`src/rtl/core/double_square_root_core_macros.svh`:
```
// Assertion macros for the double square root core.
// Each macro expects clk and arst_n to be visible where it is used.
`ifndef DOUBLE_SQUARE_ROOT_CORE_MACROS_SVH
`define DOUBLE_SQUARE_ROOT_CORE_MACROS_SVH

// Condition must never hold at a clock edge outside reset.
`define DSR_ASSERT_NEVER(lbl, cond, msg) \
	lbl: assert property (@(posedge clk) disable iff (!arst_n) !(cond)) else $error(msg);

// Antecedent implies consequent in the same cycle.
`define DSR_ASSERT_IMP(lbl, ante, cons, msg) \
	lbl: assert property (@(posedge clk) disable iff (!arst_n) (ante) |-> (cons)) \
		else $error(msg);

`endif

```
`src/rtl/core/dsr_pkg.sv`:
```
// ----------------------------------------------------------------------------
// dsr_pkg
// Shared types and constants of the binary64 square root core.
// ----------------------------------------------------------------------------
`default_nettype none

package dsr_pkg;

	localparam int FRAC_W      = 52;
	localparam int EXP_W       = 11;
	localparam int MANT_W      = 54;
	localparam int ROOT_W      = 53;
	localparam int REM_W       = 56;
	localparam int ROOT_STEPS  = 53;
	localparam int LZ_W        = 6;
	localparam int QUEUE_DEPTH = 4;

	localparam logic [63:0] INF_BITS  = 64'h7ff0_0000_0000_0000;
	localparam logic [63:0] QNAN_BITS = 64'h7ff8_0000_0000_0000;

	typedef enum logic [1:0] {
		KIND_NORM,
		KIND_QNAN,
		KIND_INF,
		KIND_ZERO
	} kind_t;

	typedef struct packed {
		kind_t               kind;
		logic                sgn;
		logic [EXP_W-1:0]    rexp;
		logic [MANT_W-1:0]   mant;
	} item_t;

endpackage

`default_nettype wire

```
`src/rtl/core/dsr_queue.sv`:
```
// ----------------------------------------------------------------------------
// dsr_queue
// Short FIFO of classified items between front and back.
// ----------------------------------------------------------------------------
`default_nettype none

module dsr_queue #(
	parameter int DEPTH = dsr_pkg::QUEUE_DEPTH
) (
	input  wire logic            clk,
	input  wire logic            arst_n,
	input  wire logic            push,
	input  wire dsr_pkg::item_t  push_item,
	input  wire logic            pop,
	output dsr_pkg::item_t       head,
	output logic                 full,
	output logic                 empty
);

	localparam int PTR_W = (DEPTH > 1) ? $clog2(DEPTH) : 1;
	localparam int CNT_W = $clog2(DEPTH + 1);

	dsr_pkg::item_t    mem_q [DEPTH];
	logic [PTR_W-1:0]  wr_q;
	logic [PTR_W-1:0]  rd_q;
	logic [CNT_W-1:0]  cnt_q;

	assign full  = (cnt_q == CNT_W'(DEPTH));
	assign empty = (cnt_q == '0);
	assign head  = mem_q[rd_q];

	function automatic logic [PTR_W-1:0] nxt(input logic [PTR_W-1:0] p);
		return (p == PTR_W'(DEPTH - 1)) ? '0 : p + PTR_W'(1);
	endfunction

	always_ff @(posedge clk or negedge arst_n) begin
		if (!arst_n) begin
			wr_q  <= '0;
			rd_q  <= '0;
			cnt_q <= '0;
		end else begin
			if (push) wr_q <= nxt(wr_q);
			if (pop)  rd_q <= nxt(rd_q);
			if (push && !pop)      cnt_q <= cnt_q + CNT_W'(1);
			else if (pop && !push) cnt_q <= cnt_q - CNT_W'(1);
		end
	end

	always_ff @(posedge clk) begin
		if (push) mem_q[wr_q] <= push_item;
	end

endmodule

`default_nettype wire

```
`config.mk`:
```
export PLATFORM = sky130hd
export DESIGN_NAME = dsr_queue
export DESIGN_NICKNAME = d
export VERILOG_FILES = /design/src/rtl/core/double_square_root_core_macros.svh /design/src/rtl/core/dsr_pkg.sv /design/src/rtl/core/dsr_queue.sv
export SDC_FILE = /design/constraint.sdc
export NUM_CORES = 1
export LEC_CHECK = 0
export ABC_AREA = 1
export BUFFER_PORTS_ARGS = -buffer_cell sky130_fd_sc_hd__buf_2
export CAP_MARGIN = 20
export CORE_MARGIN = 2
export CORE_UTILIZATION = 52
export DETAILED_ROUTE_END_ITERATION = 10
export PLACE_DENSITY = 0.75
export SLEW_MARGIN = 30
export SYNTH_ARGS = -nofsm -noshare
export SYNTH_HDL_FRONTEND = slang
export SYNTH_SLANG_ARGS = --single-unit
```
`constraint.sdc`:
```
create_clock -name clk -period 2.4 [get_ports clk]
set_clock_uncertainty 0.05 [all_clocks]
set_input_delay 0.48 -clock clk [delete_from_list [all_inputs] [get_ports clk]]
set_output_delay 0.48 -clock clk [all_outputs]
set_load 0.01 [all_outputs]
```
==> results of run 1 <==
[critical path: cells and delay by family (launching register included)]
family                 cells  cell delay (ns)
buffers and inverters      3             0.50
AO/OA/AOI/OAI              1             0.09
AND/OR/NAND/NOR            2             0.18
flip-flops                 1             0.48
[flip-flops by register name, summed over array words and instances, names as in the netlist]
signal	count
rd_q	2
mem_q	272
wr_q	2
cnt_q	3
[worst min path at each step]
stage / end / from / depth (start not counted)
3_3_place_gp: cnt_q[1]$_DFFE_PN0P_ / arst_n / 1
4_1_cts: mem_q[0][40]$_DFFE_PP_ / push_item[40] / 1
3_5_place_dp: cnt_q[1]$_DFFE_PN0P_ / arst_n / 1
5_1_grt: mem_q[0][29]$_DFFE_PP_ / push_item[29] / 1
6_report: mem_q[0][40]$_DFFE_PP_ / push_item[40] / 1
2_1_floorplan: cnt_q[0]$_DFFE_PN0P_ / arst_n / 0
[cells in the mapped netlist]
master,n,area (sq um)
buf_2,9,45.04
buf_6,35,394.1
buf_8,1,15.01
dfrtp_1,7,175.2
edfxtp_1,272,8168
fa_1,1,20.02
ha_1,6,75.07
inv_1,147,551.8
inv_2,1,3.750
inv_4,1,6.260
nand2_1,219,822.0
nand3_1,1,5.000
nand4_1,1,6.260
nor2_1,2,7.510
nor3_1,2,10.01
o211ai_1,104,780.8
o211ai_2,32,400.4
o21ai_0,2,10.01
o21ai_1,2,10.01
xnor2_1,1,8.760
[power breakdown]
group	switching [uW]	internal (uW)	total, uW
Sequential	247	6250	6500
Combinational	3360	2050	5410
Clock	1740	2780	4520
Total	5350	11100	16400
[per-layer routing]
metal  vias to the layer above  part of all wire (%)  global-route usage [%]
met5                         -                  0.12                       0
met4                         4                   1.7                   4.938
met3                        32                   5.5                   3.714
met2                       173                    51                   32.27
met1                      3221                    42                   23.35
li1                       3258                     -                       -
[through the flow]
stage	TNS [ns]	hold slack [ns]	instance area (sq um)	util, %
after floorplan	0	0.1344	11530	-
after global placement	0	0.2771	12460	57.26
after detailed placement	0	0.2789	12460	57.26
after CTS	0	0.09922	13490	62.03
after global routing	-0.01759	0.1071	13650	62.74
final	0	0.1191	13650	62.75
[cells by family after synthesis]
kind of cell | share of synthesized area, %
fa+ha+maj | 0.8258
flops | 72.45
buf+inv | 8.823
compound gates | 10.43
simple gates | 7.389
xor+xnor | 0.07608
[repair_timing]
item                                    4_1_cts  5_1_grt
gates resized for setup                       3       12
gates cloned                                  2        4
buffers inserted                              1        0
hold buffers                                  1        0
endpoints found under the setup margin       61       48
hold endpoints to repair                      7        0
[final cells by class]
| cell class | count | area (sq um) | area share [%] |
|---|---|---|---|
| Antenna cell | 2 | 5.005 | 0.03666 |
| Clock inverter | 17 | 220.2 | 1.613 |
| Timing Repair inverter | 2 | 17.52 | 0.1283 |
| Inverter | 149 | 595.6 | 4.363 |
| Tap cell | 280 | 350.3 | 2.566 |
| Clock buffer | 35 | 758.2 | 5.554 |
| Multi-Input combinational cell | 373 | 2156 | 15.79 |
| Sequential cell | 279 | 8348 | 61.15 |
| Timing Repair Buffer | 166 | 1201 | 8.798 |
[cells in the final DEF (no fill, tap or decap), types with 2 or more instances in the layout]
cell type	n
inv_1	143
o21ai_0	2
dfrtp_1	5
buf_12	8
o211ai_1	104
nor2_1	2
nor3_1	2
clkbuf_16	33
buf_2	141
clkinvlp_4	6
o211ai_2	32
clkbuf_1	5
o21ai_1	2
buf_16	6
diode_2	2
buf_6	2
bufinv_16	5
edfxtp_1	272
ha_1	6
nand2_1	219
inv_6	2
buf_4	3
clkinv_2	8
==> results.cfg, run 1 <==
[place]
rd_place_congestion = 0.7644
place_inst = 1241
detailedPlacementHpwl_um = 12370
pre_cts_ws_ns = 0.4430
place.port_buffers = 141

[sta]
max_freq_ghz = 0.4281
timing.final.crit_share_pct = 97.34
report.final.hold_viol_count = 0
worst_pin_slew_ns = 0.4736
final_count_of_pins_violating_max_slew = 0
rsz0062_at_grt = yes
final_number_of_setup_violating_endpoints = 0
post-route-min-period_ns = 2.336
worst_slew_margin_rel_pct = 68.43
post-route-worst-setup-slack_ns = 0.06388

[synth]
synth_cell_types = 20
synth.cell_area_sq_um = 11510
synthesis.area_per_instance_sq_um = 13.61
ys_warns = 0
synth_fp_nets = 925
synthCells = 846
synth_seq_area_share_pct = 72.45
post_synthesis_register_bit_count = 279

[route]
drc_errors = 0
routed_wirelength_um = 22410
detail_route.iter0.violations = 386
route.detailed.vias_per_inst = 5.133
detail_routed_net_length_per_standard_cell_um = 17.20
antenna_left = 0
vias = 6688
firstDrtPassIters = 4

[global_routing]
grt_start_max_net_pins = 70
number_of_antenna_violations_at_the_first_check_in_global_routing = 5
grtUsageTotal_pct = 18.34
grt_pass1_vias = 6625
remaining_global_route_overflow = 0
global_route_wire_length_before_repair_um = 34070

[floorplanning]
boundaryPins = 142
fp.dieArea_sq_um = 23350
chipWidth_um = 152.8
initial_core_util_pct = 52.93
die_height_um = 152.8
core_area_sq_um = 21760
std_cell_rows = 54

[critical_path]
crit_chain = inv_16, buf_6, nand2_1, o211ai_1, nand2_1, buf_2
critical_path.endpoint_type = output port
critical_path.startpoint_type = register
critical_path_required_ns = 1.87
worst-r2r-cell-count = 5
cp_slowest_cell = dfrtp_2
cpPeakStageDelay_ns = 0.48
cp-startpoint = rd_q[0]$_DFFE_PN0P_
capture_point_of_the_worst_path = head[33]
timing.critical_path.arrival_ns = 1.81
worst-r2r-setup-slack_ns = 0.53
regToRegEndpoint = mem_q[0][5]$_DFFE_PP_
crit_top_cell = nand2_1
critical_path_peak_fanout = 16
criticalPathCategory = register to output port
crit-reg2reg-launch = wr_q[0]$_DFFE_PN0P_

[cells_and_area]
filler_cell_count = 1600
instances_no_fill = 1303
flow.area_growth_from_synthesis_pct = 18.56
final_net_count = 1078
post_route_cells_drive_above_1_share_pct = 24.78

[cts]
ctsHtreeMaxLevel = 1
root_buffer = clkbuf_16
clock_path_buffers = 3
worst_setup_hold_path_clk_slew_ns = 0.06
worst_skew_pair.late_latency_ns = 0.52
cts_tree = done
cts-buffers-inserted = 28
clock_sink_count = 279

[run]
drv.max_cap_violation_count = 0

[hold_path]
holdCritPathClass = input port to register

[power]
power_density_nw_per_um2 = 1204
peakVddDrop_uv = 747.4
finalPower_uw = 16430
leakage_uw = 0.005585

[run_status]
status = finished, final reports clean
No activity file was read; power rests on OpenSTA's default activity.
==> run 2: changes to the inputs <==
Settings changed: GPL_TIMING_DRIVEN from default to 0.
==> run 2 against run 1 <==
Effect of this change: clock power barely moved; global-route usage rose by 2.0 points; count of clock-buffer cells in the layout fell by 3; largest cell class unchanged; highest routed layer is now met4.
==> results.cfg, run 2 (synthesis gave the netlist of run 1 again) <==
[run_status]
status = finished, final reports clean

[route]
detail_route.iter0.violations = 443
route.detailed.vias_per_inst = 5.207
antenna_left = 0
detail_routed_net_length_per_standard_cell_um = 18.09
drc_errors = 0
routed_wirelength_um = 24080
vias = 6931
firstDrtPassIters = 6

[global_routing]
grt_pass1_vias = 6986
number_of_antenna_violations_at_the_first_check_in_global_routing = 0
grtUsageTotal_pct = 20.33
global_route_wire_length_before_repair_um = 37290
remaining_global_route_overflow = 0
grt_start_max_net_pins = 36

[cells_and_area]
final_net_count = 1109
antenna_fix_cells = 0
post-route-util_pct = 63.95
final_common_cell = edfxtp_1
flip_flop_count_of_the_largest_register_all_copies_and_words_added = 272
instances_no_fill = 1331
layout_top_registers = mem_q: 272 flops, cnt_q: 3 flops
commonest_non_fill_non_tap_cells_in_the_layout = edfxtp_1, nand2_1, buf_2
post_route_cells_drive_above_1_share_pct = 26.36
flow.area_growth_from_synthesis_pct = 20.82
regMostFlops = mem_q

[sta]
final_count_of_pins_violating_max_slew = 0
worst_slew_margin_rel_pct = 63.67
max_freq_ghz = 0.4287
rsz0062_at_grt = yes
timing.final.crit_share_pct = 97.19
post-route-min-period_ns = 2.333
final_number_of_setup_violating_endpoints = 0
hold_ws_ns = 0.1103
report.final.hold_viol_count = 0
worst_pin_slew_ns = 0.5438
finalSetupTns_ns = 0
post-route-worst-setup-slack_ns = 0.06740

[cts]
root_buffer = clkbuf_16
ctsHtreeMaxLevel = 1
cts_tree = done
clock_path_buffers = 3
worst_skew_pair.late_latency_ns = 0.53
cts-buffers-inserted = 29
worst_setup_hold_path_clk_slew_ns = 0.06
clock_sink_count = 279

[power]
power_density_nw_per_um2 = 1213
leakage_uw = 0.005723
peakVddDrop_uv = 829.1

[run]
drv.max_cap_violation_count = 0

[floorplanning]
boundaryPins = 142
chipWidth_um = 152.8
die_height_um = 152.8
initial_core_util_pct = 52.93
core_area_sq_um = 21760
std_cell_rows = 54
fp.dieArea_sq_um = 23350

[critical_path]
cp-startpoint = rd_q[1]$_DFFE_PN0P_
critical_path.startpoint_type = register
capture_point_of_the_worst_path = head[58]
worst-r2r-setup-slack_ns = 0.39
timing.critical_path.arrival_ns = 1.80
worst-r2r-cell-count = 6
critical_path_peak_fanout = 10
regToRegEndpoint = mem_q[2][60]$_DFFE_PP_
crit-reg2reg-launch = wr_q[0]$_DFFE_PN0P_
criticalPathCategory = register to output port
critical_path_required_ns = 1.87
critical_path.endpoint_type = output port

[place]
detailedPlacementHpwl_um = 15140
place.port_buffers = 141
place_inst = 1276
rd_place_congestion = 0.7277
pre_cts_ws_ns = 0.3537

[hold_path]
holdCritPathClass = input port to register
## run 2: area by class of cell
class,count,area [sq um]
flip-flops and latches,279,8343
fillers,1591,7844
multi-input cells,373,2158
repair buffers,153,975.9
clock buffers,32,737.0
inverters,149,585.6
plain buffers,45,531.8
well taps,280,350.3
clock inverters,20,230.2
## run 2: timing repair
item / in CTS / in global routing
endpoints found under the setup margin: 8 / 34
resized for setup: 3 / 21
cloned: 0 / 2
hold buffers: 1 / 0
endpoints found under the hold margin: 7 / 0
pin swaps: 0 / 1
setup buffers: 0 / 0
## run 2: metrics by stage
step           cell area, sq um  power [uW]
6_report                  13910       16870
5_1_grt                   13910       17770
4_1_cts                   13790       16860
3_5_place_dp              12800       12310
3_3_place_gp              12580       12020
2_1_floorplan             11530       10080
## run 2: worst min path at each step
stage / startpoint / endpoint / slack [ns] / cells past startpoint
floorplan: arst_n / cnt_q[0]$_DFFE_PN0P_ / 0.13 / 0
global placement: arst_n / wr_q[1]$_DFFE_PN0P_ / 0.28 / 1
detailed placement: arst_n / cnt_q[0]$_DFFE_PN0P_ / 0.28 / 1
CTS: push_item[58] / mem_q[2][58]$_DFFE_PP_ / 0.08 / 1
global route: push_item[63] / mem_q[0][63]$_DFFE_PP_ / 0.09 / 1
finish: push_item[8] / mem_q[2][8]$_DFFE_PP_ / 0.11 / 1
## run 2: layer usage
metal	track usage [%]	share of wire, %	routed length, um	up-vias
met5	0	0	0	-
li1	-	-	-	3330
met2	34.81	52	12470	223
met1	26.77	40	9667	3345
met4	5.996	1.6	397	0
met3	3.771	6.4	1544	33
## run 2: report_power, final
part	total, uW	switching [uW]	internal [uW]
clock network	4490	1750	2740
logic	5920	3580	2340
registers	6460	218	6240
total	16900	5550	11300
## run 2: worst max-delay path: stages (launching register included)
cell and delay [ns]:
dfrtp_1 0.39, buf_6 0.15, inv_8 0.09, buf_2 0.24, o211ai_1 0.14, nand2_1 0.11
buf_2 0.14
